<file path="src/design/dtp_pkg.sv">
package dtp_pkg;

    localparam int CHAR_W     = 8;
    localparam int MANT_W     = 60;
    localparam int COUNT_W    = 8;
    localparam int MAX_DIGITS = 18;
    localparam int MAX_CHARS  = 255;
    localparam int EXT_W      = MANT_W + 4;

    localparam logic [CHAR_W-1:0] CHAR_NUL   = 8'h00;
    localparam logic [CHAR_W-1:0] CHAR_TAB   = 8'h09;
    localparam logic [CHAR_W-1:0] CHAR_CR    = 8'h0D;
    localparam logic [CHAR_W-1:0] CHAR_SPACE = 8'h20;
    localparam logic [CHAR_W-1:0] CHAR_MINUS = 8'h2D;
    localparam logic [CHAR_W-1:0] CHAR_POINT = 8'h2E;
    localparam logic [CHAR_W-1:0] CHAR_ZERO  = 8'h30;
    localparam logic [CHAR_W-1:0] CHAR_NINE  = 8'h39;

    localparam logic [COUNT_W-1:0] COUNT_SAT = {COUNT_W{1'b1}};

    // Largest mantissa: MAX_DIGITS nines, limited to the mantissa width.
    function automatic logic [MANT_W-1:0] mant_cap_f();
        logic [EXT_W-1:0] v;
        logic             hit;
        v   = '0;
        hit = 1'b0;
        for (int i = 0; i < 19; i++) begin
            if (i < MAX_DIGITS && !hit) begin
                v = v * EXT_W'(10) + EXT_W'(9);
                if (v > {{(EXT_W-MANT_W){1'b0}}, {MANT_W{1'b1}}}) begin
                    hit = 1'b1;
                end
            end
        end
        if (hit) begin
            return {MANT_W{1'b1}};
        end
        return v[MANT_W-1:0];
    endfunction

    localparam logic [MANT_W-1:0] MANT_CAP = mant_cap_f();

    localparam logic [COUNT_W-1:0] CHAR_LIMIT =
        (MAX_CHARS > 255) ? COUNT_SAT : COUNT_W'(MAX_CHARS);

    typedef enum logic [0:0] {
        PH_SKIP = 1'b0,
        PH_BODY = 1'b1
    } phase_t;

    typedef struct packed {
        phase_t               phase;
        logic                 sign_seen;
        logic [MANT_W-1:0]    acc;
        logic [COUNT_W-1:0]   digit_count;
        logic [COUNT_W-1:0]   point_pos;
        logic                 point_seen;
        logic [COUNT_W-1:0]   char_count;
        logic                 overflow_seen;
    } parse_state_t;

    typedef struct packed {
        logic                 valid_res;
        logic                 negative;
        logic [MANT_W-1:0]    mantissa;
        logic [COUNT_W-1:0]   fraction_digits;
        logic [COUNT_W-1:0]   consumed;
        logic                 overflow;
    } result_t;

endpackage

</file>
<file path="src/design/dtp_input_stage.sv">
module dtp_input_stage (
    input  logic                          aclk,
    input  logic                          aresetn,
    input  logic                          s_valid,
    output logic                          s_ready,
    input  logic [dtp_pkg::CHAR_W-1:0]    s_character,
    input  logic                          advance,
    output logic                          char_valid,
    output logic [dtp_pkg::CHAR_W-1:0]    char_data
);

    logic                       valid_reg;
    logic                       valid_next;
    logic [dtp_pkg::CHAR_W-1:0] char_reg;

    assign s_ready = !valid_reg || advance;

    always_comb begin
        valid_next = valid_reg;
        if (s_valid && s_ready) begin
            valid_next = 1'b1;
        end else if (advance) begin
            valid_next = 1'b0;
        end
    end

    always_ff @(posedge aclk) begin
        if (!aresetn) begin
            valid_reg <= 1'b0;
        end else begin
            valid_reg <= valid_next;
        end
    end

    always_ff @(posedge aclk) begin
        if (s_valid && s_ready) begin
            char_reg <= s_character;
        end
    end

    assign char_valid = valid_reg;
    assign char_data  = char_reg;

endmodule

</file>
<file path="src/design/dtp_parse_core.sv">
module dtp_parse_core (
    input  logic                          aclk,
    input  logic                          aresetn,
    input  logic                          cfg_valid,
    input  logic                          cfg_data,
    input  logic                          advance,
    input  logic [dtp_pkg::CHAR_W-1:0]    char_data,
    output logic                          emit,
    output dtp_pkg::result_t              result
);

    dtp_pkg::parse_state_t st_reg;
    dtp_pkg::parse_state_t st_next;
    logic                  fraction_mode_reg;

    logic                        is_digit;
    logic                        is_space;
    logic                        to_body;
    logic                        take_digit;
    logic                        take_point;
    logic [dtp_pkg::CHAR_W-1:0]  digit;
    logic [dtp_pkg::EXT_W-1:0]   acc_ext;
    logic [dtp_pkg::EXT_W-1:0]   acc_times_ten;
    logic [dtp_pkg::COUNT_W-1:0] digit_count_inc;
    logic [dtp_pkg::COUNT_W-1:0] char_count_inc;
    logic [dtp_pkg::COUNT_W-1:0] point_pos_inc;

    assign is_digit = (char_data >= dtp_pkg::CHAR_ZERO) && (char_data <= dtp_pkg::CHAR_NINE);
    assign is_space = ((char_data >= dtp_pkg::CHAR_TAB) && (char_data <= dtp_pkg::CHAR_CR))
                      || (char_data == dtp_pkg::CHAR_SPACE);
    assign digit    = char_data - dtp_pkg::CHAR_ZERO;

    assign acc_ext       = {{(dtp_pkg::EXT_W-dtp_pkg::MANT_W){1'b0}}, st_reg.acc};
    assign acc_times_ten = (acc_ext << 3) + (acc_ext << 1)
                           + {{(dtp_pkg::EXT_W-4){1'b0}}, digit[3:0]};

    assign digit_count_inc = (st_reg.digit_count == dtp_pkg::COUNT_SAT)
                             ? st_reg.digit_count : st_reg.digit_count + 1'b1;
    assign char_count_inc  = (st_reg.char_count >= dtp_pkg::CHAR_LIMIT)
                             ? st_reg.char_count : st_reg.char_count + 1'b1;
    assign point_pos_inc   = (st_reg.point_pos == dtp_pkg::COUNT_SAT)
                             ? st_reg.point_pos : st_reg.point_pos + 1'b1;

    always_comb begin
        st_next    = st_reg;
        emit       = 1'b0;
        to_body    = 1'b0;
        take_digit = 1'b0;
        take_point = 1'b0;

        if (st_reg.phase == dtp_pkg::PH_BODY) begin
            to_body = 1'b1;
        end else if (char_data == dtp_pkg::CHAR_NUL) begin
            emit = 1'b1;
        end else if (is_space) begin
            st_next.char_count = char_count_inc;
        end else if (char_data == dtp_pkg::CHAR_MINUS) begin
            st_next.sign_seen  = 1'b1;
            st_next.phase      = dtp_pkg::PH_BODY;
            st_next.char_count = char_count_inc;
        end else begin
            to_body = 1'b1;
        end

        if (to_body) begin
            st_next.phase = dtp_pkg::PH_BODY;
            if (is_digit) begin
                take_digit = 1'b1;
            end else if (fraction_mode_reg && (char_data == dtp_pkg::CHAR_POINT)) begin
                take_point = 1'b1;
            end else begin
                emit = 1'b1;
            end
        end

        if (take_digit) begin
            st_next.digit_count = digit_count_inc;
            if (!st_reg.overflow_seen) begin
                if ((digit_count_inc > dtp_pkg::COUNT_W'(dtp_pkg::MAX_DIGITS))
                    || (acc_times_ten > {{(dtp_pkg::EXT_W-dtp_pkg::MANT_W){1'b0}},
                                         dtp_pkg::MANT_CAP})) begin
                    st_next.overflow_seen = 1'b1;
                    st_next.acc           = dtp_pkg::MANT_CAP;
                end else begin
                    st_next.acc = acc_times_ten[dtp_pkg::MANT_W-1:0];
                end
            end
            if (st_reg.point_seen) begin
                st_next.point_pos = point_pos_inc;
            end
            st_next.char_count = char_count_inc;
        end

        if (take_point) begin
            st_next.point_seen = 1'b1;
            st_next.point_pos  = '0;
            st_next.char_count = char_count_inc;
        end

        if (emit) begin
            st_next = '0;
        end
    end

    always_comb begin
        result = '0;
        if (st_reg.digit_count != '0) begin
            result.valid_res       = 1'b1;
            result.negative        = st_reg.sign_seen;
            result.mantissa        = st_reg.acc;
            result.fraction_digits = st_reg.point_seen ? st_reg.point_pos : '0;
            result.consumed        = st_reg.char_count;
            result.overflow        = st_reg.overflow_seen;
        end
    end

    always_ff @(posedge aclk) begin
        if (!aresetn) begin
            st_reg            <= '0;
            fraction_mode_reg <= 1'b1;
        end else begin
            if (advance) begin
                st_reg <= st_next;
            end
            if (cfg_valid) begin
                fraction_mode_reg <= cfg_data;
            end
        end
    end

    a_mant_capped: assert property (@(posedge aclk) disable iff (!aresetn)
        st_reg.acc <= dtp_pkg::MANT_CAP)
        else $error("Mantissa above its cap.");

    a_ovf_holds_cap: assert property (@(posedge aclk) disable iff (!aresetn)
        st_reg.overflow_seen |-> (st_reg.acc == dtp_pkg::MANT_CAP))
        else $error("Overflow without saturated mantissa.");

    a_point_pos: assert property (@(posedge aclk) disable iff (!aresetn)
        (st_reg.point_pos != '0) |-> st_reg.point_seen)
        else $error("Fraction count without a decimal point.");

    a_skip_clean: assert property (@(posedge aclk) disable iff (!aresetn)
        (st_reg.phase == dtp_pkg::PH_SKIP) |->
            ((st_reg.digit_count == '0) && !st_reg.point_seen && !st_reg.sign_seen))
        else $error("Number state present in the whitespace phase.");

    a_emit_clears: assert property (@(posedge aclk) disable iff (!aresetn)
        (advance && emit) |=> (st_reg == '0))
        else $error("State not cleared after a result.");

endmodule

</file>
<file path="src/design/dtp_result_stage.sv">
module dtp_result_stage (
    input  logic                          aclk,
    input  logic                          aresetn,
    input  logic                          load,
    input  dtp_pkg::result_t              result,
    output logic                          m_valid,
    input  logic                          m_ready,
    output dtp_pkg::result_t              m_result
);

    logic             valid_reg;
    logic             valid_next;
    dtp_pkg::result_t result_reg;

    always_comb begin
        valid_next = valid_reg;
        if (load) begin
            valid_next = 1'b1;
        end else if (m_ready) begin
            valid_next = 1'b0;
        end
    end

    always_ff @(posedge aclk) begin
        if (!aresetn) begin
            valid_reg <= 1'b0;
        end else begin
            valid_reg <= valid_next;
        end
    end

    always_ff @(posedge aclk) begin
        if (load) begin
            result_reg <= result;
        end
    end

    assign m_valid  = valid_reg;
    assign m_result = result_reg;

endmodule

</file>
<file path="src/design/decimal_text_number_parser.sv">
// A result is registered after its ending character leaves the input register.
// Throughput: one character per cycle while the result side takes each result at once.
// A waiting result holds up only the character that ends the next number.
// Reset (aresetn low at a clock edge) empties both stages, clears the parse state
// and sets fraction_mode to 1.
module decimal_text_number_parser (
    input  logic                              aclk,
    input  logic                              aresetn,
    input  logic                              cfg_valid,
    output logic                              cfg_ready,
    input  logic                              cfg_data,
    input  logic                              s_valid,
    output logic                              s_ready,
    input  logic [dtp_pkg::CHAR_W-1:0]        s_character,
    output logic                              m_valid,
    input  logic                              m_ready,
    output logic                              m_valid_res,
    output logic                              m_negative,
    output logic [dtp_pkg::MANT_W-1:0]        m_mantissa,
    output logic [dtp_pkg::COUNT_W-1:0]       m_fraction_digits,
    output logic [dtp_pkg::COUNT_W-1:0]       m_consumed,
    output logic                              m_overflow
);

    logic                       char_valid;
    logic [dtp_pkg::CHAR_W-1:0] char_data;
    logic                       advance;
    logic                       emit;
    dtp_pkg::result_t           result;
    dtp_pkg::result_t           m_result;

    assign cfg_ready = 1'b1;
    assign advance   = char_valid && (!emit || !m_valid || m_ready);

    dtp_input_stage u_input (
        .aclk        (aclk),
        .aresetn     (aresetn),
        .s_valid     (s_valid),
        .s_ready     (s_ready),
        .s_character (s_character),
        .advance     (advance),
        .char_valid  (char_valid),
        .char_data   (char_data)
    );

    dtp_parse_core u_core (
        .aclk      (aclk),
        .aresetn   (aresetn),
        .cfg_valid (cfg_valid),
        .cfg_data  (cfg_data),
        .advance   (advance),
        .char_data (char_data),
        .emit      (emit),
        .result    (result)
    );

    dtp_result_stage u_result (
        .aclk     (aclk),
        .aresetn  (aresetn),
        .load     (advance && emit),
        .result   (result),
        .m_valid  (m_valid),
        .m_ready  (m_ready),
        .m_result (m_result)
    );

    assign m_valid_res       = m_result.valid_res;
    assign m_negative        = m_result.negative;
    assign m_mantissa        = m_result.mantissa;
    assign m_fraction_digits = m_result.fraction_digits;
    assign m_consumed        = m_result.consumed;
    assign m_overflow        = m_result.overflow;

endmodule

</file>
<file path="config.mk">
export PLATFORM = sky130hd
export DESIGN_NAME = decimal_text_number_parser
export DESIGN_NICKNAME = d
export VERILOG_FILES = /design/src/design/dtp_pkg.sv /design/src/design/dtp_input_stage.sv /design/src/design/dtp_parse_core.sv /design/src/design/dtp_result_stage.sv /design/src/design/decimal_text_number_parser.sv
export SDC_FILE = /design/constraint.sdc
export NUM_CORES = 1
export LEC_CHECK = 0
export BUFFER_PORTS_ARGS = -buffer_cell sky130_fd_sc_hd__buf_2
export CAP_MARGIN = 0
export CORE_ASPECT_RATIO = 0.6
export CORE_MARGIN = 5
export CORE_UTILIZATION = 35
export DETAILED_ROUTE_END_ITERATION = 8
export SYNTH_ARGS = -nofsm -noshare
export SYNTH_HDL_FRONTEND = slang
export SYNTH_SLANG_ARGS = --single-unit
</file>
<file path="constraint.sdc">
create_clock -name aclk -period 11.25 [get_ports aclk]
set_clock_uncertainty 0.15 [all_clocks]
set_input_delay 1.125 -clock aclk [delete_from_list [all_inputs] [get_ports aclk]]
set_output_delay 1.125 -clock aclk [all_outputs]
set_load 0.01 [all_outputs]
</file>
After elaboration in Yosys (flattened, before gate mapping)
Cells that the tools add are included.
{"block": "totals", "ff_bits": 178}
{"block": "classes", "add_sub_neg": 6, "order_cmp": 7, "n_eq_ne": 12, "muxes": 41, "reduce_logical": 31}
{"op": "$mux 60", "n": 2}
{"op": "$mux 88", "n": 1}
{"op": "$mux 79", "n": 1}
{"op": "$mux 76", "n": 1}
{"op": "$mux 8", "n": 9}
{"op": "$add 63x61->64", "n": 1}
{"op": "$add 64x4->64", "n": 1}
{"op": "$gt 64x60->1 const B", "n": 1}
{"op": "$add 8x1->8 const B", "n": 3}
{"op": "$eq 8x6->1 const B", "n": 3}
{"op": "$mux 1", "n": 21}
{"op": "$mux 17", "n": 1}
{"op": "$eq 8x8->1 const B", "n": 2}
{"op": "$reduce_bool 2->1", "n": 5}
{"op": "$mux 9", "n": 1}
{"op": "$ge 8x4->1 const B", "n": 1}
{"op": "$ge 8x6->1 const B", "n": 1}
{"op": "$ge 8x8->1 const B", "n": 1}
{"op": "$gt 8x5->1 const B", "n": 1}
{"op": "$le 8x4->1 const B", "n": 1}
{"op": "$le 8x6->1 const B", "n": 1}
{"op": "$logic_not 8->1", "n": 1}
{"op": "$mux 2", "n": 4}
{"op": "$ne 2x2->1 const B", "n": 4}
{"op": "other kinds (14)", "n": 29}

Depth between registers and ports, before layout
Gate-level depths: netlist of run 1.
{"block": "depth", "depth_word": 14, "mapped_depth": 18, "ltp_nobuf": 16}

Hierarchy
Synthesis of run 1 repeated with hierarchy kept, for this count alone.
{"block": "hier_totals", "hier_cells": 1306, "hier_area_um2": 12099.1}
{"module": "dtp_parse_core", "instances": 1, "cells_per_inst": 1205, "area_each_um2": 9344.0, "seq_area_each_um2": 1781.7}
{"module": "dtp_result_stage", "instances": 1, "cells_per_inst": 82, "area_each_um2": 2413.6, "seq_area_each_um2": 2392.3}
{"module": "dtp_input_stage", "instances": 1, "cells_per_inst": 13, "area_each_um2": 297.8, "seq_area_each_um2": 260.2}
{"module": "decimal_text_number_parser", "instances": 1, "cells_per_inst": 6, "area_each_um2": 43.8, "seq_area_each_um2": 0.0}

Worst setup path before layout of run 1
No wires, ideal clock.
{"block": "synth_timing", "path_kind": "reg2reg", "from": "reg u_input.char_reg, in the netlist u_input.char_data[3]", "to": "reg u_core.st_reg, in the netlist u_core.acc_ext[20]", "arrival_ns": 3.999, "path_slack_ns": 6.985, "path_stages_with_launch": 17, "n_path_buf": 1, "synth_period_minus_slack_ns": 4.265, "path_cell_list": "edfxtp_1 > inv_1 > fa_1 > fa_1 > nand2b_1 > a21oi_1 > o211a_1 > o211ai_1 > and2_1 > o21a_2 > a31oi_1 > xor2_1 > nor4_1 > o211a_1 > o21ai_1 > buf_2 > a41o_1"}
{"block": "synth_via", "elab_chain_len": 12, "word_cells_on_any_way": 38}
{"element": "from (decl)", "line_no": "dtp_input_stage.sv:14", "rtl": "logic [dtp_pkg::CHAR_W-1:0] char_reg;"}
{"element": "from (signal assigned)", "line_no": "dtp_input_stage.sv:37", "rtl": "char_reg <= s_character;"}
{"element": "branches (longest 12 deep; another with $add 64x4->64)"}
{"element": "to (signal assigned)", "line_no": "dtp_parse_core.sv:123", "rtl": "st_reg <= st_next;"}
{"element": "to (decl)", "line_no": "dtp_parse_core.sv:12", "rtl": "dtp_pkg::parse_state_t st_reg;"}
Several ways; the timed one is not identified. The select of a mux whose other input is x is not followed.
A chain may end at the register's enable or synchronous reset.

Worst setup path in the final report of run 1
{"block": "layout_timing", "from": "reg u_input.char_reg, in the netlist u_input.char_data[3]", "to": "reg u_core.st_reg, in the netlist u_core.acc_ext[43]"}
Same word-level chain as after synthesis.

==> metrics.yaml, run 1 <==
timing:
  setup_viol: 0
  max_clock_freq_mhz: 186
  tightest_slew_ps: 1100
  relSlewSlack_pct: 26.4
  tns_ps: 0
  hold_viol: 0
  final.period_utilization_pct: 47.7
  finalCriticalPeriod_ps: 5370
  drv_slew: 0
  rsz0062_at_grt: "no"
  fin_ws_ps: 5880
cells_and_area:
  largest_reg_flops: 79
  diodes: 0
  syn_to_final_growth_pct: 10.8
  drive_above_1_share_pct: 11.5
  nets: 1553
synth:
  synth.avg_cell_area_um2: 9.17
  synth_nets: 1504
  synth-main-ff-cell: "dfxtp_1"
  yosys_warnings: 0
  synthDistinctLibCells: 85
  async_flop_share_pct: 0
  yosysSeqAreaShare_pct: 35.4
  synth.cell_area_um2: 12500
  ys_seq_elements: 178
  synth_cells: 1365
  synth_edf_count: 87
die:
  io_pins: 96
  num_rows: 53
  die-width_um: 254
  core-area_um2: 35100
  die_y_um: 156
  initial_core_util_pct: 35.6
  die_area_um2: 39800
global_routing:
  grt_pass1_wl_mm: 58.3
  grt_overflow: 0
  grt_max_degree: 96
  grt_pass1_vias: 10300
  antenna_found_initial: 0
  grt_usage_pct: 18.3
clock_network:
  cts.path.max_buffers: 2
  insertion_delay_ps: 460
  h-tree-depth: 4
  hold_buffers: 0
  cts-root-buf: "clkbuf_16"
  cts_tree: "done"
  cts_sinks: 178
  postCtsResizedCells: 0
  cts.clk_slew.worst_paths_ps: 70
  cts_setup_buffers: 0
  numCtsBuffers: 17
setup_path:
  startpoint_type: "flop"
  r2r_end: "u_core.acc_ext[43]"
  end_kind: "flop"
  cp.required_ps: 11490
  crit_path_end: "u_core.acc_ext[43]"
  critPathKind: "flop to flop"
  reg2reg_slack_ps: 5880
  cp-startpoint: "u_input.char_data[3]"
  r2r_cells: 16
  crit_arrival_ps: 5610
  reg2reg_from: "u_input.char_data[3]"
  cp_max_fo: 53
drt:
  vias_per_cell: 5.84
  first_iter_violations: 1080
  vias: 11100
  dr.pass1.iters: 7
  drc: 0
  wl_mm: 36.7
  wire_per_inst_um: 19.4
  ant_nets: 0
power:
  leakagePower_nw: 5.88
  p_sw_w: 0.000331
  p_seq_share_pct: 51.8
  irDropWorstVdd_mv: 0.110
  netSwitchingFraction_pct: 24.5
  powerDensity_nw_per_um2: 97.3
  p_int_w: 0.00102
  power_frac_clock_pct: 44.0
  pwr-share-comb_pct: 4.2
placed_design:
  routabilityCongestion: 0.961
  dp_slack_ps: 5970
  dpl.hpwl_mm: 26.7
  numPortBuffers: 94
run_status:
  status: "completed"
worst_hold_path:
  hold_depth: 2
  hold_path_class: "flop to flop"
flow_run:
  drv_cap: 0
[power by group through the flow]
stage	combinational (W)	sequential [W]	clock, W
after global routing	0.0000622	0.000700	0.000636
after CTS	0.0000580	0.000699	0.000609
final	0.0000567	0.000699	0.000593
after global placement	0.0000577	0.000714	0
after detailed placement	0.0000577	0.000714	0
after floorplan	0.0000270	0.000720	0
[worst min path at each step]
| stage | start | endpoint | slack, ps |
|---|---|---|---|
| 2_1_floorplan | u_core.st_reg[86] | u_core.st_reg[86] | 280 |
| 3_3_place_gp | u_core.st_reg[87] | u_core.st_reg[87] | 310 |
| 3_5_place_dp | u_core.st_reg[86] | u_core.st_reg[86] | 330 |
| 4_1_cts | u_core.st_reg[87] | u_core.st_reg[87] | 340 |
| 5_1_grt | u_core.st_reg[86] | u_core.st_reg[86] | 370 |
| 6_report | u_core.st_reg[87] | u_core.st_reg[87] | 340 |
[per-stage QoR]
stage | power [W] | instances | hold WS [ps] | instance area (µm²) | util, %
3_5_place_dp | 0.000772 | 1862 | 329 | 13300 | 37.9
3_3_place_gp | 0.000771 | 1862 | 311 | 13300 | 37.9
4_1_cts | 0.00137 | 1894 | 343 | 13900 | 39.4
6_report | 0.00135 | 1894 | 343 | 13900 | 39.4
2_1_floorplan | 0.000747 | 1365 | 278 | 12500 | -
5_1_grt | 0.00140 | 1894 | 373 | 13900 | 39.4
[cells in the final DEF, fill, tap and decap left out, types with 30 or more instances in the layout]
cell type | netlist | routed
a21o_1 | 40 | 40
a21oi_1 | 154 | 154
a31oi_1 | 47 | 47
a41o_1 | 48 | 48
and2_1 | 88 | 88
buf_2 | 26 | 94
dfxtp_1 | 91 | 91
edfxtp_1 | 87 | 87
ha_1 | 123 | 123
nand2_1 | 91 | 91
nand4_1 | 31 | 31
nor2_1 | 84 | 84
o21ai_0 | 48 | 48
xor2_1 | 31 | 30
[synth_stat cells, types with 6 or more instances]
master	number	area share, %
a211oi_1	9	0.54
a21boi_0	11	0.66
a21o_1	40	2.4
a21oi_1	154	6.2
a21oi_2	6	0.42
a31oi_1	47	2.3
a41o_1	48	3.8
and2_1	88	4.4
and3_1	20	1.0
buf_2	26	1.0
buf_6	6	0.54
clkbuf_1	36	1.1
dfxtp_1	91	15
edfxtp_1	87	21
ha_1	123	12
inv_1	27	0.81
nand2_1	91	2.7
nand2b_1	11	0.55
nand3_1	28	1.1
nand4_1	31	1.6
nor2_1	84	2.5
nor2b_1	13	0.65
nor3_1	20	0.80
nor3b_1	6	0.36
nor4_1	6	0.30
o2111ai_1	6	0.42
o211ai_1	11	0.66
o21a_1	13	0.78
o21ai_0	48	1.9
o21ai_1	14	0.56
or3_1	8	0.40
xnor2_1	29	2.0
xor2_1	31	2.2
[metal layers]
| layer | up-vias | GRT usage (%) | wire length [µm] |
|---|---|---|---|
| met5 | - | 0 | 0 |
| met4 | 0 | 3.73 | 371 |
| met3 | 31 | 4.67 | 2990 |
| met2 | 407 | 24.7 | 14300 |
| met1 | 5338 | 29.1 | 19000 |
| li1 | 5277 | - | - |
[logic make-up (layout without fill, tap and decap cells)]
logic type | Yosys count | in the layout | share of synthesized area (%)
muxes | 2 | 2 | 0.160
DFF | 178 | 178 | 35.4
other | 1 | 1 | 0.0300
and+or+nand+nor | 437 | 437 | 18.9
adders and majority gates | 125 | 125 | 12.6
buffers and inverters | 101 | 163 | 3.71
AOI/OAI and AO/OA | 460 | 460 | 24.9
xor gates and xnor gates | 61 | 61 | 4.33
[area by class of cell]
class | count | area [µm²]
repair buffers | 104 | 546
clock buffers | 19 | 433
flip-flops and latches | 178 | 4430
inverters | 27 | 103
well taps | 467 | 584
multi-input cells | 1086 | 7640
fillers | 3571 | 21300
clock inverters | 13 | 125
[worst max-delay path: stages, from the launching register on]
cell,delay (ps)
edfxtp_1,450
inv_1,130
fa_1,600
inv_1,60
ha_1,300
a211oi_1,380
o21ai_1,180
a22oi_2,270
o211ai_2,150
nor3_4,290
a21oi_1,170
a31oi_1,290
o21a_1,230
xnor2_1,150
a221o_2,490
nor2_8,690
a41o_1,280
(Power assumes the default switching activity.)
==> run 2, diff against run 1 <==
--- a/config.mk
+++ b/config.mk
@@ -5,6 +5,7 @@
 export SDC_FILE = /design/constraint.sdc
 export NUM_CORES = 1
 export LEC_CHECK = 0
+export ABC_AREA = 1
 export BUFFER_PORTS_ARGS = -buffer_cell sky130_fd_sc_hd__buf_2
 export CAP_MARGIN = 0
 export CORE_ASPECT_RATIO = 0.6
==> constraint.sdc (replaced) <==
create_clock -name aclk -period 4.45 [get_ports aclk]
set_clock_uncertainty 0.15 [all_clocks]
set_input_delay 0.445 -clock aclk [delete_from_list [all_inputs] [get_ports aclk]]
set_output_delay 0.445 -clock aclk [all_outputs]
set_load 0.01 [all_outputs]
==> metrics.yaml, run 2 <==
run_status:
  status: "completed"
die:
  num_rows: 57  # +7.5%
  die_area_um2: 45700  # +15%
  die-width_um: 273  # +7.3%
  die_y_um: 168  # +7.1%
  io_pins: 96  # unchanged
  core-area_um2: 40700  # +16%
  initial_core_util_pct: 35.6  # about the same
drt:
  dr.pass1.iters: 6  # -1
  ant_nets: 0  # unchanged
  first_iter_violations: 1528  # +41%
  drc: 0  # unchanged
  wire_per_inst_um: 17.4  # -10%
  vias: 14600  # +33%
  wl_mm: 51.4  # +40%
  vias_per_cell: 4.96  # -15%
timing:
  hold_ws_ps: 21.8  # -321 ps
  setup_viol: 0  # unchanged
  drv_slew: 0  # unchanged
  relSlewSlack_pct: 17.1  # -9.3 points
  final.period_utilization_pct: 97.0  # +49 points
  tightest_slew_ps: 1240  # +139 ps
  finalCriticalPeriod_ps: 4320  # -1050 ps
  max_clock_freq_mhz: 232  # +24%
  tns_ps: 0  # unchanged
  hold_viol: 0  # unchanged
synth:
  ys_seq_elements: 178  # unchanged
  synth-main-ff-cell: "dfxtp_1"
  synth_edf_count: 87  # unchanged
  synth_top_area_cell: "nand2_1"
  synth.most_common_cell: "nand2_1"
  synth.cell_area_um2: 14500  # +16%
  synth_cells: 2285  # +67%
  yosys_warnings: 0  # unchanged
  synth_top_area_share_pct: 20.8  # -0.038 points
  yosys-top-cells-area: "nand2_1 (21%), edfxtp_1 (18%), dfxtp_1 (13%)"
  synth.avg_cell_area_um2: 6.34  # -31%
  async_flop_share_pct: 0  # unchanged
  synthDistinctLibCells: 47  # -45%
  synth_commonest_cells: "nand2_1 (804), inv_1 (442), nor2_1 (232), a21oi_1 (132), nand3_1 (128)"
  yosysSeqAreaShare_pct: 30.6  # -4.8 points
  synth_nets: 2424  # +61%
setup_path:
  cp.required_ps: 4590  # -6900 ps
  path_common_cell: "nand2_1"
  end_kind: "flop"
  crit_family: "simple AND/OR/NAND/NOR gates"
  slowest_delay_ps: 470  # -220 ps
  crit_arrival_ps: 4460  # -1150 ps
  startpoint_type: "flop"
  critPathKind: "flop to flop"
  slowest_stage: "dfxtp_1"
  cp_max_fo: 8  # -85%
  critPathBufInv: 3  # +1
  crit_chain: "ha_1, ha_1, nand2_1, nor2_1, inv_1, nor2_2, nand2_1, inv_2, nand3_1, nand3_1, nand2_1, nand2_1, nand2_1, nor2_2, nand3_1, nor2_2, nand3b_1, nand2_8, clkbuf_16, nand3_1, nand2_1, a21oi_1"
cells_and_area:
  final_common_cell: "nand2_1"
  seq_area_um2: 4440  # +0.11%
  multi_input_area_um2: 8310  # +8.8%
  nets: 2548  # +64%
  final_cell_mix: "nand2_1 (787), inv_1 (440), nor2_1 (225)"
  largest_reg_flops: 79  # unchanged
  final_area_um2: 16700  # +20%
  num-fill-cells: 4415  # +24%
  fin_util_pct: 41.1  # +1.6 points
  drive_above_1_share_pct: 11.4  # -0.056 points
  syn_to_final_growth_pct: 15.3
clock_network:
  cts_sinks: 178  # unchanged
  cts-root-buf: "clkbuf_16"
  cts.clk_slew.worst_paths_ps: 80  # about the same
  cts_tree: "done"
  insertion_delay_ps: 470  # about the same
  cts.path.max_buffers: 2  # unchanged
  h-tree-depth: 4  # unchanged
  numCtsBuffers: 17  # unchanged
global_routing:
  grt_pass1_vias: 13100  # +27%
  grt_overflow: 0  # unchanged
  antenna_found_initial: 0  # unchanged
  grt_max_degree: 57  # -41%
  grt_pass1_wl_mm: 77.3  # +33%
  grt_usage_pct: 21.9  # +3.6 points
power:
  netSwitchingFraction_pct: 25.6  # +1.1 points
  irDropWorstVdd_mv: 0.262  # +140%
  pwr-share-comb_pct: 5.3  # +1.1 points
  powerDensity_nw_per_um2: 213  # +120%
  power_frac_clock_pct: 44.4  # +0.4 points
  p_seq_share_pct: 50.3  # -1.5 points
  p_sw_w: 0.000909  # +170%
  leakagePower_nw: 8.42  # +43%
  total_power_w: 0.00355  # +160%
  p_int_w: 0.00264  # +160%
placed_design:
  placed_area_um2: 15700  # +18%
  dpl.hpwl_mm: 41.5  # +56%
  numPortBuffers: 94  # unchanged
  routabilityCongestion: 1.01  # +5.3%
flow_run:
  drv_cap: 0  # unchanged
worst_hold_path:
  hold_path_class: "primary input to flop"
run 2: timing repair:
| item | 4_1_cts | 5_1_grt |
|---|---|---|
| setup buffers | 0 | 3 |
| setup endpoints to repair | 0 | 61 |
| hold endpoints to repair | 2 | 0 |
| hold buffers | 2 | 0 |
| resized for setup | 0 | 56 |
run 2: worst paths after layout:
kind / start / cells past startpoint / slack [ps] / endpoint
hold / removal: s_character[3] / 1 / 20 / u_input.char_data[3]
setup / recovery: u_core.acc_ext[38] / 22 / 130 / u_core.acc_ext[56]
setup reg to reg: u_core.acc_ext[38] / 22 / 130 / u_core.acc_ext[56]
hold reg to reg: u_core.st_reg[86] / 2 / 320 / u_core.st_reg[86]
run 2: cell type report:
class | instances | share of cell area (%)
timing repair buffer | 143 | 5.79
inverter | 454 | 10.2
clock inverter | 11 | 0.645
multi-input combinational | 1615 | 49.8
antenna | 1 | 0.0150
tap | 531 | 3.98
clock buffer | 21 | 2.95
sequential | 178 | 26.6
run 2: cell families after synthesis:
family          Yosys count  share of synthesized area, %
flops                   178                          30.6
simple gates           1291                          37.2
xor+xnor                 25                          1.51
buf+inv                 493                          13.4
compound gates          172                          6.33
fa+ha+maj               125                          10.9
other cells               1                        0.0259
run 2: through the flow:
step	std cells	setup slack, ps
after global placement	2911	138
after detailed placement	2911	106
after CTS	2945	85.8
after floorplan	2285	487
final	2954	133
after global routing	2953	-67.1
run 2: power by group through the flow:
stage	registers [W]	clock network, W	logic, W
final	0.00179	0.00158	0.000187
after floorplan	0.00184	0	0.0000828
after global placement	0.00182	0	0.000185
after global routing	0.00179	0.00168	0.000208
after detailed placement	0.00182	0	0.000187
after CTS	0.00179	0.00161	0.000189
run 2: layer usage:
layer | track usage (%) | part of all wire [%] | up-vias
met5 | 0 | 0.15 | -
met4 | 2.95 | 0.73 | 2
met3 | 7.52 | 11 | 35
met2 | 28.8 | 37 | 542
met1 | 34.6 | 51 | 6729
li1 | - | - | 7341
run 2: worst reg2reg max path: cells and delay by family (launching register included):
kind / cells / cell delay, ps
buf+inv: 3 / 390
flops: 1 / 470
fa+ha+maj: 2 / 740
compound gates: 1 / 70
simple gates: 16 / 2330
==> run 3, diff against run 2 <==
--- a/config.mk
+++ b/config.mk
@@ -5,7 +5,6 @@
 export SDC_FILE = /design/constraint.sdc
 export NUM_CORES = 1
 export LEC_CHECK = 0
-export ABC_AREA = 1
 export BUFFER_PORTS_ARGS = -buffer_cell sky130_fd_sc_hd__buf_2
 export CAP_MARGIN = 0
 export CORE_ASPECT_RATIO = 0.6
==> metrics.yaml, run 3 (same netlist as run 1, synthesis figures left out) <==
setup_path:
  cp_max_fo: 6  # -2
  critPathBufInv: 5  # +2
  critPathKind: "flop to flop"
  crit_family: "compound AO/OA/AOI/OAI gates"
  r2r_end: "u_core.acc_ext[1]"
  slowest_delay_ps: 590  # +120 ps
  reg2reg_from: "u_input.char_data[3]"
  r2r_cells: 19  # -14%
  crit_chain: "inv_2, fa_1, fa_2, nand2b_4, a21oi_4, buf_4, o2111ai_2, nand4_1, nand4_4, a21oi_2, buf_4, o31a_1, or3_1, a211o_1, a221o_2, nor2_8, buf_8, clkbuf_16, a31oi_1"
  crit_arrival_ps: 4680  # +220 ps
  cp.required_ps: 4620  # +30 ps
  reg2reg_slack_ps: -60  # -190 ps
  end_kind: "flop"
  slowest_stage: "fa_1"
  startpoint_type: "flop"
  path_common_cell: "buf_4"
die:
  io_pins: 96  # unchanged
  die-width_um: 254  # -6.8%
  die_y_um: 156  # -6.6%
  num_rows: 53  # -7.0%
  core-area_um2: 35100  # -14%
  initial_core_util_pct: 35.6  # about the same
  die_area_um2: 39800  # -13%
run_status:
  status: "complete, but fails checks"
  violations: "negative setup slack"
cells_and_area:
  final_cell_mix: "a21oi_1 (150), buf_4 (140), ha_1 (119)"
  syn_to_final_growth_pct: 26.4
  nets: 1717  # -33%
  num-fill-cells: 3348  # -24%
  final_common_cell: "a21oi_1"
  largest_reg_flops: 79  # unchanged
  diodes: 0  # -1
  drive_above_1_share_pct: 23.6  # +12 points
flow_run:
  drv_cap: 0  # unchanged
placed_design:
  dpl.hpwl_mm: 28.4  # -32%
  dp_slack_ps: -474  # -580 ps
  routabilityCongestion: 0.951  # -6.1%
  numPortBuffers: 94  # unchanged
drt:
  drc: 0  # unchanged
  wire_per_inst_um: 20.1  # +15%
  dr.pass1.iters: 5  # -1
  first_iter_violations: 1029  # -33%
  wl_mm: 41.3  # -20%
  ant_nets: 0  # unchanged
  vias_per_cell: 5.72  # +15%
  vias: 11800  # -20%
timing:
  drv_slew: 0  # unchanged
  max_clock_freq_mhz: 222  # -4.2%
  rsz0062_at_grt: "yes"
  setup_viol: 25  # +25
  hold_ws_ps: 28.3  # +6.45 ps
  final.period_utilization_pct: 101  # +4.3 points
  hold_viol: 0  # unchanged
  fin_ws_ps: -58.5  # -191 ps
  finalCriticalPeriod_ps: 4510  # +191 ps
  tightest_slew_ps: 918  # -325 ps
  relSlewSlack_pct: 38.5  # +21 points
global_routing:
  grt_usage_pct: 19.6  # -2.3 points
  antenna_found_initial: 0  # unchanged
  grt_pass1_vias: 11000  # -16%
  grt_max_degree: 96  # +68%
  grt_overflow: 0  # unchanged
  grt_pass1_wl_mm: 62.3  # -19%
worst_hold_path:
  hold_end: "u_input.char_data[0]"
  hold_depth: 1  # unchanged
  hp-start: "s_character[0]"
  hold_path_class: "primary input to flop"
clock_network:
  cts.clk_slew.worst_paths_ps: 70  # about the same
  cts.path.max_buffers: 2  # unchanged
  insertion_delay_ps: 460  # about the same
  h-tree-depth: 4  # unchanged
  cts-root-buf: "clkbuf_16"
  cts_sinks: 178  # unchanged
  cts_tree: "done"
  numCtsBuffers: 17  # unchanged
power:
  irDropWorstVdd_mv: 0.278  # +6.1%
  leakagePower_nw: 6.93  # -18%
  powerDensity_nw_per_um2: 216  # +1.7%
-- run 3: cell count changes in the layout (fill, tap and decap cells not counted), sizes merged, moves of 27 or more --
cell	before	now
nand2	816	91
a21oi	134	161
and2	4	88
a31oi	2	48
buf	137	263
nand3	137	28
inv	456	30
o21ai	22	62
nor2	248	87
a41o	0	48
a21o	1	40
-- run 3: worst max-delay path by stage --
stage / from / end / slack (ps) / depth (start not counted)
3_5_place_dp: u_input.char_data[3] / u_core.acc_ext[9] / -470 / 16
3_3_place_gp: u_input.char_data[3] / u_core.acc_ext[13] / -350 / 16
4_1_cts: u_input.char_data[2] / u_core.acc_ext[48] / -20 / 20
2_1_floorplan: u_input.char_data[3] / u_core.acc_ext[20] / 190 / 16
5_1_grt: u_input.char_data[3] / u_core.acc_ext[48] / -200 / 19
6_report: u_input.char_data[3] / u_core.acc_ext[1] / -60 / 19
-- run 3: metal layers --
metal | global-route usage [%] | part of all wire, % | vias to the layer above
met3 | 5.78 | 9.8 | 36
met2 | 26.9 | 40 | 485
li1 | - | - | 5605
met5 | 0 | 0 | -
met1 | 30.5 | 50 | 5644
met4 | 2.99 | 0.70 | 0
-- run 3: repair_timing --
action,4_1_cts,5_1_grt
setup endpoints to repair,61,61
endpoints found under the hold margin,0,0
setup buffers,20,11
cloned,4,6
gates resized for setup,33,54
pin swaps,20,41
hold buffers,0,0
-- run 3: cell type report --
class / instances / area [µm²] / area share (%)
repair buffers: 267 / 2120 / 13.4
inverters: 27 / 103 / 0.649
clock buffers: 18 / 429 / 2.71
flip-flops and latches: 178 / 4430 / 28.0
well taps: 467 / 584 / 3.69
clock inverters: 14 / 131 / 0.830
multi-input cells: 1087 / 8020 / 50.7
-- run 3: through the flow --
| step | TNS [ps] | std cells | util, % | total power, W | instance area (µm²) |
|---|---|---|---|---|---|
| CTS | -29.7 | 2043 | 43.7 | 0.00346 | 15300 |
| floorplan | 0 | 1365 | - | 0.00189 | 12500 |
| global placement | -15240 | 1987 | 40.9 | 0.00196 | 14400 |
| finish | -529 | 2058 | 45.0 | 0.00342 | 15800 |
| detailed placement | -19700 | 1987 | 40.9 | 0.00196 | 14400 |
| global route | -8150 | 2058 | 45.0 | 0.00354 | 15800 |
-- run 3: where the power goes --
| group | internal, W | switching [W] |
|---|---|---|
| sequential | 0.00175 | 0.0000125 |
| clock | 0.000780 | 0.000718 |
| combinational | 0.0000509 | 0.000108 |
